## config.mk

```make
export PLATFORM = sky130hd
export DESIGN_NAME = ccwc_term
export DESIGN_NICKNAME = d
export VERILOG_FILES = /design/src/design/cubic_congestion_window_curve_top_assert.svh /design/src/design/ccwc_pkg.sv /design/src/design/ccwc_term.sv
export SDC_FILE = /design/constraint.sdc
export NUM_CORES = 2
export LEC_CHECK = 0
export BUFFER_PORTS_ARGS = -buffer_cell sky130_fd_sc_hd__buf_2
export CAP_MARGIN = 20
export CORE_ASPECT_RATIO = 1.4
export CORE_MARGIN = 2
export CORE_UTILIZATION = 42
export CTS_CLUSTER_SIZE = 10
export DETAILED_ROUTE_END_ITERATION = 7
export PLACE_DENSITY = 0.62
export SLEW_MARGIN = 10
export SYNTH_ARGS = -nofsm -noshare
export SYNTH_HDL_FRONTEND = slang
export SYNTH_SLANG_ARGS = --single-unit
```

## constraint.sdc

```tcl
create_clock -name clk -period 7.9 [get_ports clk]
set_input_delay 0.395 -clock clk [delete_from_list [all_inputs] [get_ports clk]]
set_output_delay 0.395 -clock clk [all_outputs]
set_load 0.02 [all_outputs]
```

## src/design/cubic_congestion_window_curve_top_assert.svh

```systemverilog
// Assertion macros for the cubic window curve block.
`ifndef CUBIC_CONGESTION_WINDOW_CURVE_TOP_ASSERT_SVH
`define CUBIC_CONGESTION_WINDOW_CURVE_TOP_ASSERT_SVH

// Same-cycle implication, disabled while reset is low.
`define CCWC_ASSERT_IMP(label, clk, rst_n, ante, cons, msg) \
  label: assert property (@(posedge clk) disable iff (!rst_n) (ante) |-> (cons)) \
    else $error(msg);

// Next-cycle implication, disabled while reset is low.
`define CCWC_ASSERT_NXT(label, clk, rst_n, ante, cons, msg) \
  label: assert property (@(posedge clk) disable iff (!rst_n) (ante) |=> (cons)) \
    else $error(msg);

`endif

```

## src/design/ccwc_pkg.sv

```systemverilog
`timescale 1ns / 1ps

package ccwc_pkg;

  // field widths
  localparam int WINDOW_BITS = 20;
  localparam int TIME_BITS   = 32;
  localparam int PLATEAU_W   = 17;
  localparam int WIN_OUT_W   = 21;

  // plateau: K = floor(cbrt(W * 750000000)), three bits of radicand per root bit
  localparam int                 KSCALE_W    = 30;
  localparam logic [KSCALE_W-1:0] K_SCALE    = 30'd750000000;
  localparam int PROD_W      = WINDOW_BITS + KSCALE_W;
  localparam int ROOT_STEPS  = (PROD_W + 2) / 3;
  localparam int ROOT_W      = ROOT_STEPS;
  localparam int ROOT_SQ_W   = 2 * ROOT_W;
  localparam int TRIAL_W     = 2 * ROOT_W + 4;
  localparam int ROOT_CMP_W  = (PROD_W > TRIAL_W) ? PROD_W : TRIAL_W;
  localparam int ROOT_TOP_SH = 3 * (ROOT_STEPS - 1);

  // distance from plateau
  localparam int DIFF_W = (TIME_BITS > ROOT_W) ? TIME_BITS : ROOT_W;
  localparam int MAG_W  = 17;
  localparam logic [MAG_W-1:0] DIST_CAP = 17'd100000;

  // cubic term: (mag^3 + 1.25e9) / 2.5e9 = ((x >> 8) / 5^10)
  localparam int SQ_W    = 34;
  localparam int CUBE_W  = 50;
  localparam logic [CUBE_W-1:0] ROUND_HALF = 50'd1250000000;
  localparam int Y_SHIFT  = 8;
  localparam int Y_W      = CUBE_W - Y_SHIFT;
  localparam int YH_SHIFT = 10;
  localparam int YH_W     = Y_W - YH_SHIFT;
  localparam int RECIP_W  = 19;
  // floor(2^42 / 5^10)
  localparam logic [RECIP_W-1:0] RECIP = 19'd450359;
  localparam int RECIP_SHIFT = 32;
  localparam int QPROD_W     = YH_W + RECIP_W;
  localparam int TERM_W      = 19;
  localparam int DIV_W       = 24;
  localparam logic [DIV_W-1:0] DIV_ODD = 24'd9765625;
  localparam int QD_W        = TERM_W + DIV_W;
  localparam logic [TERM_W-1:0] TERM_MAX = 19'd400000;

  // window sum
  localparam int WSUM_A = (WINDOW_BITS > TERM_W) ? WINDOW_BITS : TERM_W;
  localparam int WSUM_W = ((WSUM_A > WIN_OUT_W) ? WSUM_A : WIN_OUT_W) + 1;
  localparam int PL_EXT_W = (ROOT_W > PLATEAU_W) ? ROOT_W : PLATEAU_W;

  typedef struct packed {
    logic [WINDOW_BITS-1:0] window_at_loss;
    logic [TIME_BITS-1:0]   elapsed_ms;
  } ccwc_in_t;

  typedef struct packed {
    logic [PLATEAU_W-1:0] plateau_ms;
    logic [WIN_OUT_W-1:0] target_window;
  } ccwc_out_t;

  typedef struct packed {
    logic [WINDOW_BITS-1:0] w;
    logic [TIME_BITS-1:0]   t;
  } ccwc_tag_t;

  typedef struct packed {
    logic [PROD_W-1:0] rem;
    ccwc_tag_t         tag;
  } ccwc_root_in_t;

  typedef struct packed {
    logic [ROOT_W-1:0] k;
    ccwc_tag_t         tag;
  } ccwc_root_out_t;

  typedef struct packed {
    logic [TERM_W-1:0]      term;
    logic                   behind;
    logic [ROOT_W-1:0]      k;
    logic [WINDOW_BITS-1:0] w;
  } ccwc_term_t;

endpackage

```

## src/design/ccwc_term.sv

```systemverilog
`timescale 1ns / 1ps

// Distance to plateau, cube, and rounded division by 2.5e9.
module ccwc_term (
  input  logic                       clk,
  input  logic                       rst_n,
  input  logic                       in_valid,
  output logic                       in_ready,
  input  ccwc_pkg::ccwc_root_out_t   in_data,
  output logic                       out_valid,
  input  logic                       out_ready,
  output ccwc_pkg::ccwc_term_t       out_data
);
  import ccwc_pkg::*;

  localparam int NSTG = 7;

  typedef struct packed {
    logic                   behind;
    logic [ROOT_W-1:0]      k;
    logic [WINDOW_BITS-1:0] w;
  } ccwc_carry_t;

  typedef struct packed {
    ccwc_carry_t      c;
    logic [MAG_W-1:0] mag;
  } ccwc_s0_t;

  typedef struct packed {
    ccwc_carry_t      c;
    logic [MAG_W-1:0] mag;
    logic [SQ_W-1:0]  sq;
  } ccwc_s1_t;

  typedef struct packed {
    ccwc_carry_t       c;
    logic [CUBE_W-1:0] cube;
  } ccwc_s2_t;

  typedef struct packed {
    ccwc_carry_t    c;
    logic [Y_W-1:0] y;
  } ccwc_s3_t;

  typedef struct packed {
    ccwc_carry_t       c;
    logic [Y_W-1:0]    y;
    logic [TERM_W-1:0] q0;
  } ccwc_s4_t;

  typedef struct packed {
    ccwc_carry_t       c;
    logic [Y_W-1:0]    y;
    logic [TERM_W-1:0] q0;
    logic [QD_W-1:0]   qd;
  } ccwc_s5_t;

  logic v_r [NSTG];
  logic rdy [NSTG];

  ccwc_s0_t   s0_r, s0_nxt;
  ccwc_s1_t   s1_r, s1_nxt;
  ccwc_s2_t   s2_r, s2_nxt;
  ccwc_s3_t   s3_r, s3_nxt;
  ccwc_s4_t   s4_r, s4_nxt;
  ccwc_s5_t   s5_r, s5_nxt;
  ccwc_term_t s6_r, s6_nxt;

  logic [DIFF_W-1:0] tt, kk, gap;
  logic [Y_W-1:0]    rem;

  for (genvar i = 0; i < NSTG; i++) begin : g_rdy
    if (i == NSTG - 1) begin : g_last
      assign rdy[i] = !v_r[i] || out_ready;
    end else begin : g_mid
      assign rdy[i] = !v_r[i] || rdy[i+1];
    end
  end

  always_comb begin
    // signed distance t - K, magnitude capped
    tt = DIFF_W'(in_data.tag.t);
    kk = DIFF_W'(in_data.k);
    s0_nxt.c.behind = tt < kk;
    s0_nxt.c.k      = in_data.k;
    s0_nxt.c.w      = in_data.tag.w;
    gap             = s0_nxt.c.behind ? (kk - tt) : (tt - kk);
    s0_nxt.mag      = (gap > DIFF_W'(DIST_CAP)) ? DIST_CAP : MAG_W'(gap);

    s1_nxt.c   = s0_r.c;
    s1_nxt.mag = s0_r.mag;
    s1_nxt.sq  = SQ_W'(s0_r.mag) * SQ_W'(s0_r.mag);

    s2_nxt.c    = s1_r.c;
    s2_nxt.cube = CUBE_W'(s1_r.sq) * CUBE_W'(s1_r.mag);

    // 2.5e9 = 2^8 * 5^10
    s3_nxt.c = s2_r.c;
    s3_nxt.y = Y_W'((s2_r.cube + ROUND_HALF) >> Y_SHIFT);

    // estimate low by at most two
    s4_nxt.c  = s3_r.c;
    s4_nxt.y  = s3_r.y;
    s4_nxt.q0 = TERM_W'((QPROD_W'(s3_r.y[Y_W-1:YH_SHIFT]) * QPROD_W'(RECIP)) >> RECIP_SHIFT);

    s5_nxt.c  = s4_r.c;
    s5_nxt.y  = s4_r.y;
    s5_nxt.q0 = s4_r.q0;
    s5_nxt.qd = QD_W'(s4_r.q0) * QD_W'(DIV_ODD);

    rem           = s5_r.y - Y_W'(s5_r.qd);
    s6_nxt.behind = s5_r.c.behind;
    s6_nxt.k      = s5_r.c.k;
    s6_nxt.w      = s5_r.c.w;
    if (rem >= Y_W'({DIV_ODD, 1'b0})) begin
      s6_nxt.term = s5_r.q0 + TERM_W'(2);
    end else if (rem >= Y_W'(DIV_ODD)) begin
      s6_nxt.term = s5_r.q0 + TERM_W'(1);
    end else begin
      s6_nxt.term = s5_r.q0;
    end
  end

  always_ff @(posedge clk) begin
    if (!rst_n) begin
      for (int i = 0; i < NSTG; i++) begin
        v_r[i] <= 1'b0;
      end
    end else begin
      if (rdy[0]) v_r[0] <= in_valid;
      for (int i = 1; i < NSTG; i++) begin
        if (rdy[i]) v_r[i] <= v_r[i-1];
      end
    end
  end

  always_ff @(posedge clk) begin
    if (rdy[0]) s0_r <= s0_nxt;
    if (rdy[1]) s1_r <= s1_nxt;
    if (rdy[2]) s2_r <= s2_nxt;
    if (rdy[3]) s3_r <= s3_nxt;
    if (rdy[4]) s4_r <= s4_nxt;
    if (rdy[5]) s5_r <= s5_nxt;
    if (rdy[6]) s6_r <= s6_nxt;
  end

  assign in_ready  = rdy[0];
  assign out_valid = v_r[NSTG-1];
  assign out_data  = s6_r;

endmodule

```

==> run_results.csv <==
group,metric,value,unit
timing,timing.final.crit_share,95.50,%
finish,fin_nets,8371,
logic_synthesis,synth-edff-count,599,
grt,antenna_found_initial,1,
logic_synthesis,syn_area_per_cell,10.81,um2
logic_synthesis,ys_dominant_reg_cell,"edfxtp_1",
finish,fillers,14930,
timing,fin_crit,7545,ps
clocking,ctsLongestPathBuffers,3,
logic_synthesis,ys_seq_area_share,26.67,%
clocking,clk_pin_slew_worst_paths,50,ps
place,routabilityCongestion,0.9690,
logic_synthesis,synthAdderAreaFrac,45.30,%
logic_synthesis,ys_top_cells_by_area,"fa_1 33%, edfxtp_1 27%, ha_1 12%",
place,io_buffers,131,
min_path,hold_path.class,"in2reg",
timing,setup_viol,0,
die,initial_core_util,42.27,%
logic_synthesis,synthArstFlopShare,0,%
grt,grt.total_usage,22.11,%
finish,syn_to_final_growth,9.506,%
die,die_y,479.4,um
setup_path,end_kind,"flip-flop",
setup_path,cp-start-kind,"flip-flop",
timing,rsz0062_at_grt,"false",
grt,grt-ovfl-total,0,
die,fp.dieW,343.6,um
grt,grt_pass1_vias,49380,
clocking,htreeDepth,3,
logic_synthesis,yosysTopAreaCellShare,33.36,%
timing,finalClockSkew,50.46,ps
timing,hold_violations,0,
logic_synthesis,synth_xor_area_share,2.880,%
grt,grt_max_degree,67,
drt,wirelength,175600,um
logic_synthesis,synth_top_family_by_area,"adder cells",
die,io-pin-count,132,
timing,max_freq,0.1325,GHz
logic_synthesis,synth_largest_area_cell,"fa_1",
drt,viasPerCell,5.074,
grt,grt_pass1_wl,277100,um
die,rows,174,
logic_synthesis,ys_seq_elements,604,
setup_path,cp_max_fo,7,
clocking,clock_sinks,604,
setup_path,worstPathArrival,7970,ps
timing,slew_viol_final,0,
logic_synthesis,netlist_area,67820,um2
logic_synthesis,ys_types,82,
clocking,cts-root-buf,"clkbuf_16",
timing,tns,0,ps
logic_synthesis,synthSimpleGateAreaFrac,9.399,%
die,core,160500,um2
drt,wl_per_cell,20.25,um
clocking,tritoncts,"built",
finish,final_util,46.28,%
logic_synthesis,yosysWarnings,0,
drt,drc_errors,0,
place,hpwl,147000,um
setup_path,required,8330,ps
timing,tightest_slew,1065,ps
die,die_area,164700,um2
status,status,"finished, final reports clean",
drt,drtPass1Iterations,7,
clocking,worstSkewPairLatency,690,ps
finish,drive_above_1_share,6.103,%
logic_synthesis,netlist_instances,6275,
drt,vias,43990,
setup_path,path_class,"reg2reg",
drt,drt_iter0_drc,2009,
clocking,cts_inserted_buffers,74,
job,maxCapViolCount,0,
drt,drtAntennaViolNets,0,
logic_synthesis,synthMuxAreaShare,0.1882,%
logic_synthesis,synth_compound_area_share,5.924,%
timing,relSlewSlack,28.78,%
[logic make-up after synthesis]
| family | Yosys count |
|---|---|
| fa+ha+maj | 1777 |
| mux | 12 |
| simple gates | 1315 |
| buf+inv | 1737 |
| flops | 604 |
| other cells | 2 |
| xor+xnor | 223 |
| compound gates | 605 |
[synth_stat cells, drive strengths merged (8+ instances only)]
| master | n |
|---|---|
| a2111oi | 8 |
| a211o | 14 |
| a211oi | 14 |
| a21boi | 11 |
| a21o | 96 |
| a21oi | 181 |
| a31oi | 23 |
| and2 | 280 |
| and3 | 35 |
| clkbuf | 135 |
| edfxtp | 599 |
| fa | 1130 |
| ha | 647 |
| inv | 1595 |
| mux2i | 9 |
| nand2 | 565 |
| nand2b | 26 |
| nand3 | 35 |
| nand4 | 36 |
| nor2 | 176 |
| nor2b | 41 |
| nor3 | 49 |
| nor4 | 8 |
| o2111ai | 9 |
| o211ai | 16 |
| o21a | 39 |
| o21ai | 87 |
| o21bai | 32 |
| o31ai | 10 |
| or2 | 13 |
| or3 | 18 |
| or4 | 8 |
| xnor2 | 142 |
| xor2 | 81 |
[metrics by stage]
| stage | setup slack [ps] | instances | hold WS, ps | cell area (um2) |
|---|---|---|---|---|
| floorplan | 918.7 | 6282 | 400.3 | 67840 |
| global placement | 114.3 | 8517 | 400.7 | 71630 |
| detailed placement | 28.53 | 8517 | 404.5 | 71630 |
| CTS | 26.93 | 8666 | 53.72 | 74240 |
| global route | 72.59 | 8667 | 137.6 | 74260 |
| finish | 355.5 | 8669 | 122.6 | 74260 |
[repair_timing]
item / in CTS / in global routing
resized for setup: 0 / 3
hold buffers: 40 / 0
buffers inserted: 0 / 0
hold endpoints to repair: 42 / 0
endpoints found under the setup margin: 0 / 2
[path summary, 6_finish.rpt]
kind	cells after the start	to	startpoint	slack, ps
setup reg to reg	24	s4_r[13]$_DFFE_PP_	s3_r[19]$_DFFE_PP_	360
hold reg to reg	0	out_data[22]$_DFFE_PP_	s5_r[126]$_DFFE_PP_	410
setup / recovery	24	s4_r[13]$_DFFE_PP_	s3_r[19]$_DFFE_PP_	360
hold / removal	3	v_r[5]$_DFFE_PP_	out_ready	120
[worst max-delay path, stage by stage, from the launching register on]
cell and delay (ps):
edfxtp_1 560, ha_1 400, clkinvlp_4 240, fa_1 560, fa_1 520, inv_1 50
fa_1 480, inv_1 70, fa_1 530, inv_1 50, fa_1 490, ha_1 330
a21o_1 160, a21o_1 180, a221oi_1 440, buf_4 210, o211ai_1 110, o221ai_2 330
a21oi_1 210, a21o_1 260, a221o_1 340, and2_1 210, o41ai_2 280, o21bai_1 120
xor2_1 150
[placed cells by master (no fill, tap or decap), types with 8 or more instances in the layout]
cell type,count
inv_1,1590
o21bai_1,32
or4_1,8
xnor2_1,142
fa_1,1130
or3_1,18
xor2_1,81
o2111ai_1,8
a31oi_1,23
nand4_1,36
conb_1,9
o21a_1,38
nand2b_1,26
o31ai_1,10
nor2b_1,41
buf_2,131
dlygate4sd3_1,40
mux2i_1,8
clkbuf_1,14
a211oi_1,14
or2_2,13
a21boi_0,11
nor2_1,175
clkbuf_16,76
buf_4,132
nand3_1,35
o211ai_1,15
a21o_1,96
o21ai_0,87
nand2_1,561
ha_1,647
and2_1,278
edfxtp_1,599
and3_1,35
a21oi_1,179
nor3_1,49
a211o_1,14
[state kept, by name, summed over array words and instances, names as in the netlist]
register  cells
s5_r        138
s1_r         87
s3_r         80
v_r           7
out_data     57
s0_r         55
s4_r         99
s2_r         81
[layout make-up]
class                           instances  area [um2]  area share [%]
Clock inverter                         18       234.0          0.3151
Antenna cell                            3       7.507         0.01011
Tap cell                             2112        2643           3.558
Clock buffer                           91        1968           2.650
Inverter                             1596        6001           8.081
Timing Repair Buffer                  304        2067           2.783
Multi-Input combinational cell       3941       43250           58.25
Sequential cell                       604       18090           24.36
[metal layers]
metal  GRT usage (%)  routed length [um]  vias up
met5               0                   0        -
met4           11.78               10650        0
met3           2.030                5455      415
met2           42.07               96390     1029
met1           23.93               63070    22500
li1                -                   -    20040
Power is left out: the tool's default activity adds up to more than one toggle a clock period on the data nets, which glitch-free logic cannot reach.
